$ cat src/rtl/core/csl_pkg.sv
`default_nettype none
package csl_pkg;

    localparam logic [7:0] CHAR_LF   = 8'h0A;
    localparam logic [7:0] CHAR_CR   = 8'h0D;
    localparam logic [7:0] CHAR_SEMI = 8'h3B;

    localparam logic [2:0] ST_OK         = 3'd0;
    localparam logic [2:0] ST_INCOMPLETE = 3'd1;
    localparam logic [2:0] ST_TOO_LONG   = 3'd2;
    localparam logic [2:0] ST_EXTENSION  = 3'd3;
    localparam logic [2:0] ST_BAD_DIGIT  = 3'd4;
    localparam logic [2:0] ST_OVERFLOW   = 3'd5;

    typedef struct packed {
        logic [31:0] size_acc;
        logic [3:0]  byte_count;
        logic        pend_cr;
        logic        saw_semi;
        logic        saw_non_hex;
    } line_state_t;

    typedef struct packed {
        logic [2:0]  status;
        logic [31:0] length;
        logic [3:0]  consumed;
    } parse_result_t;

    // {is_hex, nibble}
    function automatic logic [4:0] hex_decode(input logic [7:0] b);
        logic [4:0] r;
        r = 5'd0;
        if (b >= 8'h30 && b <= 8'h39) begin
            r = {1'b1, 4'(b - 8'h30)};
        end else if (b >= 8'h41 && b <= 8'h46) begin
            r = {1'b1, 4'(b - 8'h37)};
        end else if (b >= 8'h61 && b <= 8'h66) begin
            r = {1'b1, 4'(b - 8'h57)};
        end
        return r;
    endfunction

endpackage
`default_nettype wire

$ cat src/rtl/core/csl_step.sv
`default_nettype none
module csl_step
    import csl_pkg::*;
#(
    parameter int MAX_DIGITS = 8,
    parameter int SCAN_LIMIT = 10
) (
    input  line_state_t   cur_state,
    input  logic [7:0]    data_byte,
    input  logic          last_byte,
    output line_state_t   next_state,
    output parse_result_t result,
    output logic          result_valid
);

    logic [4:0] hex;
    logic [3:0] digits;
    logic [4:0] used_sum;

    assign hex      = hex_decode(data_byte);
    // pending CR is counted in byte_count, so digits = count - 1
    assign digits   = cur_state.byte_count - 4'd1;
    assign used_sum = {1'b0, digits} + 5'd2;

    always_comb begin
        next_state   = cur_state;
        result       = '0;
        result_valid = 1'b0;

        if (cur_state.pend_cr && data_byte == CHAR_LF) begin
            result_valid = 1'b1;
            if (cur_state.saw_semi) begin
                result.status = ST_EXTENSION;
            end else if (cur_state.saw_non_hex) begin
                result.status = ST_BAD_DIGIT;
            end else if ({1'b0, digits} > 5'(MAX_DIGITS)) begin
                result.status = ST_OVERFLOW;
            end else begin
                result.status   = ST_OK;
                result.length   = cur_state.size_acc;
                result.consumed = used_sum[3:0];
            end
            next_state = '0;
        end else begin
            // a CR not followed by LF is an ordinary bad byte
            if (cur_state.pend_cr) begin
                next_state.saw_non_hex = 1'b1;
                next_state.pend_cr     = 1'b0;
            end
            if (cur_state.byte_count < 4'(SCAN_LIMIT)) begin
                next_state.byte_count = cur_state.byte_count + 4'd1;
            end
            if (data_byte == CHAR_CR) begin
                next_state.pend_cr = 1'b1;
            end else if (data_byte == CHAR_SEMI) begin
                next_state.saw_semi    = 1'b1;
                next_state.saw_non_hex = 1'b1;
            end else if (hex[4]) begin
                next_state.size_acc = {cur_state.size_acc[27:0], hex[3:0]};
            end else begin
                next_state.saw_non_hex = 1'b1;
            end
            if (last_byte) begin
                result_valid  = 1'b1;
                result.status = (next_state.byte_count >= 4'(SCAN_LIMIT)) ?
                                ST_TOO_LONG : ST_INCOMPLETE;
                next_state    = '0;
            end
        end
    end

endmodule
`default_nettype wire

$ cat src/rtl/core/chunk_size_line_parser.sv
// Chunk-size line parser for chunked HTTP/1.1 bodies.
// s_ channel: one raw line byte per transaction (s_data_byte), with
//   s_last_byte marking the end of the bytes available so far.
// m_ channel: one result per finished line (CR LF) or per s_last_byte:
//   m_parse_status, m_chunk_length (hex value when ok), m_consumed_bytes
//   (digits + 2 when ok). Bytes that neither finish a line nor carry s_last_byte give no result.
// Throughput: one byte per cycle while s_ready is high. Each byte is decoded
//   by one stage of logic (hex decode, 4-bit shift-in, flag update) between
//   the line state registers and the result register.
// Latency: a result appears on m_ the cycle after the byte that causes it
//   is accepted.
// Stall: s_ready is high while the result register is empty or being
//   taken; a held result blocks every byte until m_ready takes it.
// Reset (aresetn low, synchronous): line state is cleared and no result
//   is pending. Line state also clears after every result.
`default_nettype none
module chunk_size_line_parser
    import csl_pkg::*;
#(
    parameter int MAX_DIGITS = 8,
    parameter int SCAN_LIMIT = 10
) (
    input  wire logic        aclk,
    input  wire logic        aresetn,
    input  wire logic        s_valid,
    output logic             s_ready,
    input  wire logic [7:0]  s_data_byte,
    input  wire logic        s_last_byte,
    output logic             m_valid,
    input  wire logic        m_ready,
    output logic [2:0]       m_parse_status,
    output logic [31:0]      m_chunk_length,
    output logic [3:0]       m_consumed_bytes
);

    line_state_t   state_reg;
    line_state_t   state_next;
    parse_result_t result_reg;
    parse_result_t result_next;
    logic          result_fire;
    logic          m_valid_reg;
    logic          s_accept;

    assign s_ready  = !m_valid_reg || m_ready;
    assign s_accept = s_valid && s_ready;

    csl_step #(
        .MAX_DIGITS (MAX_DIGITS),
        .SCAN_LIMIT (SCAN_LIMIT)
    ) u_step (
        .cur_state    (state_reg),
        .data_byte    (s_data_byte),
        .last_byte    (s_last_byte),
        .next_state   (state_next),
        .result       (result_next),
        .result_valid (result_fire)
    );

    always_ff @(posedge aclk) begin
        if (!aresetn) begin
            state_reg   <= '0;
            m_valid_reg <= 1'b0;
        end else begin
            if (s_accept) begin
                state_reg <= state_next;
            end
            if (s_accept && result_fire) begin
                m_valid_reg <= 1'b1;
            end else if (m_ready) begin
                m_valid_reg <= 1'b0;
            end
        end
    end

    always_ff @(posedge aclk) begin
        if (s_accept && result_fire) begin
            result_reg <= result_next;
        end
    end

    assign m_valid          = m_valid_reg;
    assign m_parse_status   = result_reg.status;
    assign m_chunk_length   = result_reg.length;
    assign m_consumed_bytes = result_reg.consumed;

endmodule
`default_nettype wire

$ cat config.mk
export PLATFORM = sky130hd
export DESIGN_NAME = chunk_size_line_parser
export DESIGN_NICKNAME = d
export VERILOG_FILES = /design/src/rtl/core/csl_pkg.sv /design/src/rtl/core/csl_step.sv /design/src/rtl/core/chunk_size_line_parser.sv
export SDC_FILE = /design/constraint.sdc
export NUM_CORES = 1
export LEC_CHECK = 0
export BUFFER_PORTS_ARGS = -buffer_cell sky130_fd_sc_hd__buf_2
export CAP_MARGIN = 20
export CORE_ASPECT_RATIO = 0.8
export CORE_MARGIN = 2
export CORE_UTILIZATION = 60
export CTS_CLUSTER_SIZE = 14
export DETAILED_ROUTE_END_ITERATION = 8
export HOLD_SLACK_MARGIN = 0.12
export MAX_ROUTING_LAYER = met4
export PLACE_DENSITY = 0.9
export SETUP_SLACK_MARGIN = 0.3
export SYNTH_ARGS = -nofsm -noshare
export SYNTH_HDL_FRONTEND = slang
export SYNTH_HIERARCHICAL = 1
export SYNTH_SLANG_ARGS = --single-unit
$ cat constraint.sdc
create_clock -name aclk -period 10.01 [get_ports aclk]
set_input_delay 0 -clock aclk [delete_from_list [all_inputs] [get_ports aclk]]
set_output_delay 0 -clock aclk [all_outputs]
set_load 0.01 [all_outputs]
==> results of run 1 <==
==> Yosys cell counts, drive strengths merged <==
library cell	count	area, um2
a211oi	2	15.0
nand2b	2	20.0
ha	8	100
nand4bb	1	11.3
nor3	3	15.0
or3	1	6.26
a31oi	1	6.26
dfxtp	40	801
nor2b	2	12.5
nand2	114	428
a21oi	9	45.0
or4b	1	10.0
o311a	1	10.0
nor2	12	45.0
mux2i	41	410
o211ai	1	7.51
or4bb	1	11.3
buf	9	66.3
xnor2	5	43.8
o2111ai	1	8.76
nand3	31	155
nor4	2	27.5
o22ai	1	6.26
or3b	1	8.76
o31ai	1	7.51
nor4b	1	8.76
a311oi	1	8.76
inv	11	41.3
a21boi	1	7.51
or4	2	18.8
and2	37	263
o21ai	31	155
nand4	1	6.26
xor2	1	8.76
edfxtp	39	1170
o21bai	2	15.0
clkbuf	25	97.6
or2	1	6.26
==> path summary, 6_finish.rpt <==
path / from / end / slack (ns)
worst min-delay path: aresetn / state_reg[21] / 0.12
worst max-delay path: s_data_byte[6] / m_chunk_length[19] / 6.63
worst max register to register: state_reg[2] / m_chunk_length[19] / 6.91
worst min register to register: state_reg[37] / state_reg[37] / 0.48
==> worst max-delay path: cells and delay by family <==
| kind | cells | cell delay (ns) |
|---|---|---|
| simple gates | 5 | 1.86 |
| buf+inv | 5 | 1.58 |
==> power by group through the flow <==
| stage | Clock, mW | Combinational (mW) | Sequential, mW |
|---|---|---|---|
| final | 0.231 | 0.0590 | 0.348 |
| after global routing | 0.248 | 0.0639 | 0.349 |
| after CTS | 0.232 | 0.0548 | 0.348 |
| after detailed placement | 0 | 0.0531 | 0.355 |
| after global placement | 0 | 0.0509 | 0.355 |
| after floorplan | 0 | 0.0361 | 0.359 |
==> cell type report <==
class	instances	share of cell area
clock buffer	10	0.0274
clock inverter	6	0.0132
inverter	11	0.00886
multi-input combinational	320	0.415
sequential	79	0.423
tap	84	0.0226
timing repair buffer	65	0.0897
==> cells in the final DEF (no fill, tap or decap), types with 3 or more instances in the layout <==
cell,synthesis,layout
nor2_1,12,12
and2_1,13,13
nand2_1,114,114
clkbuf_8,0,9
o21ai_0,31,31
nor3_1,3,3
a21oi_1,9,9
buf_2,5,53
and2_2,23,23
dlygate4sd3_1,0,7
clkinv_2,0,3
nand3_1,31,31
inv_1,11,11
ha_1,8,8
dfxtp_1,40,40
edfxtp_1,39,39
mux2i_1,41,41
xnor2_1,5,5
==> logic make-up (layout without fill, tap and decap cells) <==
| group | after synthesis | after routing | synth area share |
|---|---|---|---|
| muxes | 41 | 41 | 0.100 |
| buffers and inverters | 45 | 92 | 0.0502 |
| and+or+nand+nor | 213 | 213 | 0.258 |
| DFF | 79 | 79 | 0.483 |
| AOI/OAI and AO/OA | 52 | 52 | 0.0716 |
| adders and majority gates | 8 | 8 | 0.0245 |
| xor gates and xnor gates | 6 | 6 | 0.0129 |
==> per-layer routing <==
metal,vias up,global-route usage,share of wire
met1,1527,0.290,0.43
met3,29,0.0709,0.053
li1,1587,-,-
met2,113,0.383,0.49
met5,-,-,0
met4,0,0.0771,0.026
==> metrics by stage <==
stage	power [mW]	util
CTS	0.635	0.710
finish	0.637	0.720
global route	0.660	0.720
global placement	0.406	0.670
floorplan	0.395	-
detailed placement	0.408	0.670
==> results.toml, run 1 <==
[detailed_routing]
drtIter0Drc = 244
dr.pass1.iters = 5
finalWirelength_mm = 8.50
antenna_left = 0
via_per_inst = 5.66
num_vias = 3256
drc_errors = 0
wl_per_cell_um = 14.8

[final_layout]
largest_register_ffs = 39
seq_area_mm2 = 0.00197
nets = 507
antenna_cells = 0
drive_above_1_share = 0.214
design_area_mm2 = 0.00466
final_cell_count_no_fill = 575
syn_to_final_growth_pct = 14.1
nFillCells = 452
multi_input_area_mm2 = 0.00194

[timing]
whs_ns = 0.120
max_slew_margin = 0.495
drv_slew = 0
clock-skew-final_ns = 0.0120
fin_crit_sh = 0.338
tns_ns = 0
finalWorstSetupSlack_ns = 6.63
max_freq_ghz = 0.296
setup_viol = 0
min_period_ns = 3.38
hold_viol_final = 0
worst_slew_pin_slew_ns = 0.752
grt_setup_unrepaired = "no"

[setup_path]
worstPathCellList = "dlygate4sd3_1, buf_2, nor4_1, or4bb_1, nor2b_4, buf_4, inv_1, nand2_1, nor2b_4, buf_16"
slowest_delay_ns = 0.62
cp_max_fo = 58
rr_worst_depth = 8
cpMostUsedCell = "nor2b_4"
worstSetupEndpointType = "register"
cp.required_ns = 10.08
cpMaxStageDelayCell = "or4bb_1"
worst-setup-path-type = "in -> reg"
cp.arrival_ns = 3.45
startpoint_type = "primary input"

[floorplan]
die_w_um = 96.3
core.rowCount = 26
die_y_um = 77.8
start_util = 0.631
ios = 54
core-area_mm2 = 0.00647
dieArea_mm2 = 0.00749

[synthesis]
ys_types = 46
netlist_area_mm2 = 0.00409
syn_inst = 444
ys_seq_area_frac = 0.483
syn_avg_cell_area_um2 = 9.20
ys_seq_elements = 79
yosysWarnings = 6
synth_nets = 465

[placement]
place_ws_ns = 6.66
place_area_mm2 = 0.00433
port_buffers = 53
gp_congestion = 0.930
hpwl_mm = 5.05
dp.cells = 549

[pwr]
power_density_mw_per_mm2 = 137
pwr-share-seq = 0.546
switchingPower_mw = 0.156
combPwrFrac = 0.093
ir_drop_mv = 0.0833
intPower_mw = 0.481
p_leak_nw = 1.74
power_frac_clock = 0.362
switching_share = 0.245

[clocking]
cts_resized = 0
path_clk_slew_ns = 0.08
cts-buffers-inserted = 9
clk_latency_ns = 0.36
ctsLongestPathBuffers = 2
cts_hold_buf = 7
tritoncts = "done"
postCtsSetupBuffers = 0
clock-root-buffer = "clkbuf_8"
cts_max_level = 3
clock-sinks = 79

[hold_path]
hold_depth = 3
min_path_type = "in -> reg"

[grt]
antenna_found_initial = 0
grt_max_degree = 80
grt_overflow = 0
track_usage = 0.239
grt_pass1_vias = 3009
grt_pass1_wl_mm = 13.6

[run]
cap_violations = 0

[outcome]
status = "finished clean"
Note: power is estimated with default switching activity, not from simulation.
==> run 2, diff against run 1 <==
--- a/config.mk
+++ b/config.mk
@@ -9,12 +9,12 @@
 export CAP_MARGIN = 20
 export CORE_ASPECT_RATIO = 0.8
 export CORE_MARGIN = 2
-export CORE_UTILIZATION = 60
+export CORE_UTILIZATION = 52
 export CTS_CLUSTER_SIZE = 14
 export DETAILED_ROUTE_END_ITERATION = 8
 export HOLD_SLACK_MARGIN = 0.12
 export MAX_ROUTING_LAYER = met4
-export PLACE_DENSITY = 0.9
+export PLACE_DENSITY = 0.84
 export SETUP_SLACK_MARGIN = 0.3
 export SYNTH_ARGS = -nofsm -noshare
 export SYNTH_HDL_FRONTEND = slang
==> constraint.sdc (replaced) <==
create_clock -name aclk -period 2.9 [get_ports aclk]
set_input_delay 0 -clock aclk [delete_from_list [all_inputs] [get_ports aclk]]
set_output_delay 0 -clock aclk [all_outputs]
set_load 0.01 [all_outputs]
==> results.toml, run 2 (same netlist as run 1, synthesis figures left out) <==
[setup_path]
worstSetupEndpointType = "register"
worst-setup-path-type = "reg -> reg"
cp.required_ns = 3.19
rrSetupSlack_ns = 0.52
cp_max_fo = 12
rr_worst_depth = 7
cp.arrival_ns = 2.67
startpoint_type = "register"
cp-startpoint = "state_reg[2]"
rr_startpoint = "state_reg[2]"
cp-endpoint = "m_valid"
worst_r2r_endpoint = "m_valid"

[clocking]
ctsLongestPathBuffers = 2
cts-buffers-inserted = 9
clk_latency_ns = 0.34
clock-sinks = 79
postCtsSetupBuffers = 0
cts_max_level = 3
tritoncts = "done"
clock-root-buffer = "clkbuf_8"
path_clk_slew_ns = 0.08

[final_layout]
finish.utilization = 0.631
largest_register_ffs = 39
antenna_cells = 0
layout_common_cells = "nand2_1, buf_2, mux2i_1"
syn_to_final_growth_pct = 15.7
drive_above_1_share = 0.216
final_common_cell = "nand2_1"
nets = 506
final_cell_count_no_fill = 595

[timing]
max_slew_margin = 0.519
clock-skew-final_ns = 0.00322
worst_slew_pin_slew_ns = 0.721
max_freq_ghz = 0.420
hold_viol_final = 0
tns_ns = 0
fin_crit_sh = 0.821
drv_slew = 0
grt_setup_unrepaired = "no"
min_period_ns = 2.38
whs_ns = 0.196
setup_viol = 0

[floorplan]
dieArea_mm2 = 0.00859
core.rowCount = 28
die_w_um = 103
ios = 54
core-area_mm2 = 0.00750
die_y_um = 83.3
start_util = 0.545

[outcome]
status = "finished clean"

[detailed_routing]
drtIter0Drc = 247
antenna_left = 0
finalWirelength_mm = 8.14
drc_errors = 0
wl_per_cell_um = 13.7
via_per_inst = 5.30
num_vias = 3153
dr.pass1.iters = 7

[grt]
grt_pass1_vias = 2936
grt_pass1_wl_mm = 13.3
grt_overflow = 0
antenna_found_initial = 0
track_usage = 0.201
grt_max_degree = 63

[run]
cap_violations = 0

[pwr]
p_leak_nw = 1.76
power_density_mw_per_mm2 = 520
ir_drop_mv = 0.290
finalPower_mw = 2.46

[placement]
dp.cells = 573
hpwl_mm = 5.06
port_buffers = 53
gp_congestion = 0.897

[hold_path]
min_path_type = "in -> reg"
-- run 2: cell count changes in the layout (fill, tap and decap cells not counted), sizes merged --
| cell | previous run | this run |
|---|---|---|
| clkinvlp | 1 | 2 |
| bufinv | 1 | 4 |
| inv | 11 | 10 |
| clkinv | 4 | 1 |
| dlygate4sd3 | 7 | 6 |
-- run 2: metal layers --
layer / GRT usage / wire, um / up-vias
met2: 0.322 / 4080 / 78
met4: 0.0766 / 118 / 0
met1: 0.243 / 3620 / 1477
met3: 0.0513 / 324 / 12
met5: - / 0 / -
li1: - / - / 1586
-- run 2: metrics by stage --
stage | setup WS, ns | cell area, um2
2_1_floorplan | 0.309 | 4110
3_3_place_gp | 0.593 | 4400
3_5_place_dp | 0.474 | 4400
4_1_cts | 0.459 | 4720
5_1_grt | 0.382 | 4730
6_report | 0.520 | 4730
-- run 2: critical path: stages (launching register included) --
cell           delay [ns]
dfxtp_1              0.36
nand2_1              0.08
or4bb_1              0.60
nor2b_4              0.18
clkinvlp_4           0.17
nand2_1              0.15
a21boi_0             0.21
dlygate4sd3_1        0.58
-- run 2: worst min path at each step --
stage	startpoint	end	cells past startpoint
floorplan	m_ready	s_ready	1
CTS	s_data_byte[5]	m_parse_status[2]	4
finish	s_data_byte[5]	m_parse_status[2]	4
detailed placement	m_ready	s_ready	3
global placement	m_ready	s_ready	3
global route	s_data_byte[5]	m_parse_status[2]	4
-- run 2: what timing repair did --
| item | in CTS | in global routing |
|---|---|---|
| hold endpoints to repair | 5 | 0 |
| resized for setup | 0 | 1 |
| endpoints found under the setup margin | 0 | 1 |
| hold buffers | 6 | 0 |
-- run 2: layout make-up --
| cell class | instances | area (um2) |
|---|---|---|
| Fill cell | 631 | 2770 |
| Clock inverter | 6 | 131 |
| Clock buffer | 10 | 138 |
| Tap cell | 105 | 131 |
| Multi-Input combinational cell | 320 | 1940 |
| Sequential cell | 79 | 1970 |
| Timing Repair Buffer | 64 | 375 |
| Inverter | 11 | 45.0 |
-- run 2: power by group --
| part | internal [mW] | switching (mW) | total, mW |
|---|---|---|---|
| sequential | 1.19 | 0.0101 | 1.20 |
| combinational | 0.0696 | 0.124 | 0.194 |
| clock | 0.679 | 0.389 | 1.07 |
| total | 1.94 | 0.523 | 2.46 |
==> run 3, diff against run 2 <==
--- a/config.mk
+++ b/config.mk
@@ -9,12 +9,12 @@
 export CAP_MARGIN = 20
 export CORE_ASPECT_RATIO = 0.8
 export CORE_MARGIN = 2
-export CORE_UTILIZATION = 52
+export CORE_UTILIZATION = 58
 export CTS_CLUSTER_SIZE = 14
 export DETAILED_ROUTE_END_ITERATION = 8
 export HOLD_SLACK_MARGIN = 0.12
 export MAX_ROUTING_LAYER = met4
-export PLACE_DENSITY = 0.84
+export PLACE_DENSITY = 0.88
 export SETUP_SLACK_MARGIN = 0.3
 export SYNTH_ARGS = -nofsm -noshare
 export SYNTH_HDL_FRONTEND = slang
==> constraint.sdc (replaced) <==
create_clock -name aclk -period 2.4 [get_ports aclk]
set_input_delay 0 -clock aclk [delete_from_list [all_inputs] [get_ports aclk]]
set_output_delay 0 -clock aclk [all_outputs]
set_load 0.01 [all_outputs]
==> results.toml, run 3 (same netlist as run 1, synthesis figures left out) <==
[outcome]
status = "finished clean"

[detailed_routing]
via_per_inst = 5.63
finalWirelength_mm = 8.22
drc_errors = 0
num_vias = 3247
dr.pass1.iters = 5
antenna_left = 0
wl_per_cell_um = 14.2
drtIter0Drc = 260

[setup_path]
cp.arrival_ns = 2.07
rrSetupSlack_ns = 0.37
rr_startpoint = "state_reg[2]"
cpMostUsedCell = "nor2b_4"
cpMaxStageDelayCell = "or4bb_1"
cp-startpoint = "state_reg[2]"
worst_r2r_endpoint = "m_chunk_length[24]"
worst-setup-path-type = "reg -> reg"
worstPathCellList = "nand2_1, or4bb_1, nor2b_4, inv_4, nand2_4, nor2b_4, buf_12"
startpoint_type = "register"
cp_max_fo = 29
worstSetupEndpointType = "register"
slowest_delay_ns = 0.59
rr_worst_depth = 7
cp.required_ns = 2.44

[final_layout]
nFillCells = 506
largest_register_ffs = 39
layout_common_cells = "nand2_1, buf_2, mux2i_1"
antenna_cells = 0
nets = 507
final_common_cell = "nand2_1"
seq_area_mm2 = 0.00198
drive_above_1_share = 0.229
final_cell_count_no_fill = 577
multi_input_area_mm2 = 0.00195
syn_to_final_growth_pct = 14.3

[placement]
place_ws_ns = 0.293
gp_congestion = 0.848
hpwl_mm = 5.21
dp.cells = 556
port_buffers = 53

[grt]
grt_max_degree = 80
grt_overflow = 0
grt_pass1_wl_mm = 13.6
grt_pass1_vias = 3013
antenna_found_initial = 0
track_usage = 0.222

[timing]
hold_viol_final = 0
min_period_ns = 2.03
finalWorstSetupSlack_ns = 0.370
drv_slew = 0
worst_slew_pin_slew_ns = 0.726
setup_viol = 0
max_slew_margin = 0.516
fin_crit_sh = 0.846
max_freq_ghz = 0.493
grt_setup_unrepaired = "yes"
clock-skew-final_ns = 0.00827

[floorplan]
ios = 54
core-area_mm2 = 0.00686
die_w_um = 97.8
core.rowCount = 27
dieArea_mm2 = 0.00774
die_y_um = 79.1
start_util = 0.596

[hold_path]
whs_endpoint = "state_reg[7]"
min_path_type = "in -> reg"
hold_depth = 6
hp-start = "s_data_byte[0]"

[pwr]
p_leak_nw = 1.74
power_density_mw_per_mm2 = 564
ir_drop_mv = 0.291
finalPower_mw = 2.64

[clocking]
cts-buffers-inserted = 9
ctsLongestPathBuffers = 2
path_clk_slew_ns = 0.07
clock-root-buffer = "clkbuf_8"
clk_latency_ns = 0.34
clock-sinks = 79
postCtsSetupBuffers = 0
cts_max_level = 3
tritoncts = "done"

[run]
cap_violations = 0
-- run 3: what timing repair did --
action	CTS	global route
hold buffers	6	0
endpoints found under the setup margin	5	64
hold endpoints to repair	5	0
gates resized for setup	1	3
-- run 3: layer usage --
metal	part of all wire	vias to the layer above	global-route usage
met4	0.018	0	0.0847
met5	0	-	-
li1	-	1585	-
met3	0.048	16	0.0343
met1	0.43	1544	0.268
met2	0.50	102	0.379
-- run 3: how the worst max path moves through the flow --
| stage | slack (ns) | to |
|---|---|---|
| floorplan | -0.07 | m_chunk_length[0] |
| global placement | 0.36 | state_reg[9] |
| detailed placement | 0.29 | m_chunk_length[30] |
| CTS | 0.38 | state_reg[15] |
| global route | 0.30 | m_chunk_length[23] |
| finish | 0.37 | m_chunk_length[24] |
-- run 3: power breakdown --
part	switching (mW)	leakage, nW	internal, mW
sequential	0.0129	0.697	1.44
combinational	0.150	0.950	0.0878
clock	0.475	0.0953	0.473
-- run 3: layout make-up --
type | count | share of cell area
Clock buffer | 9 | 0.0265
Clock inverter | 6 | 0.0131
Inverter | 11 | 0.00938
Multi-Input combinational cell | 320 | 0.417
Sequential cell | 79 | 0.423
Tap cell | 87 | 0.0233
Timing Repair Buffer | 65 | 0.0881
-- run 3: worst max-delay path: cells and delay by family (launching register included) --
| family | cells | cell delay [ns] |
|---|---|---|
| flops | 1 | 0.35 |
| simple gates | 5 | 1.05 |
| buf+inv | 2 | 0.32 |
-- run 3: through the flow --
stage / TNS (ns) / hold slack, ns / cell area [um2] / utilization
6_report: 0 / 0.204 / 4670 / 0.681
3_3_place_gp: 0 / 0.318 / 4420 / 0.644
2_1_floorplan: -2.64 / 0.120 / 4130 / -
5_1_grt: 0 / 0.254 / 4670 / 0.681
3_5_place_dp: 0 / 0.324 / 4420 / 0.644
4_1_cts: 0 / 0.198 / 4660 / 0.680
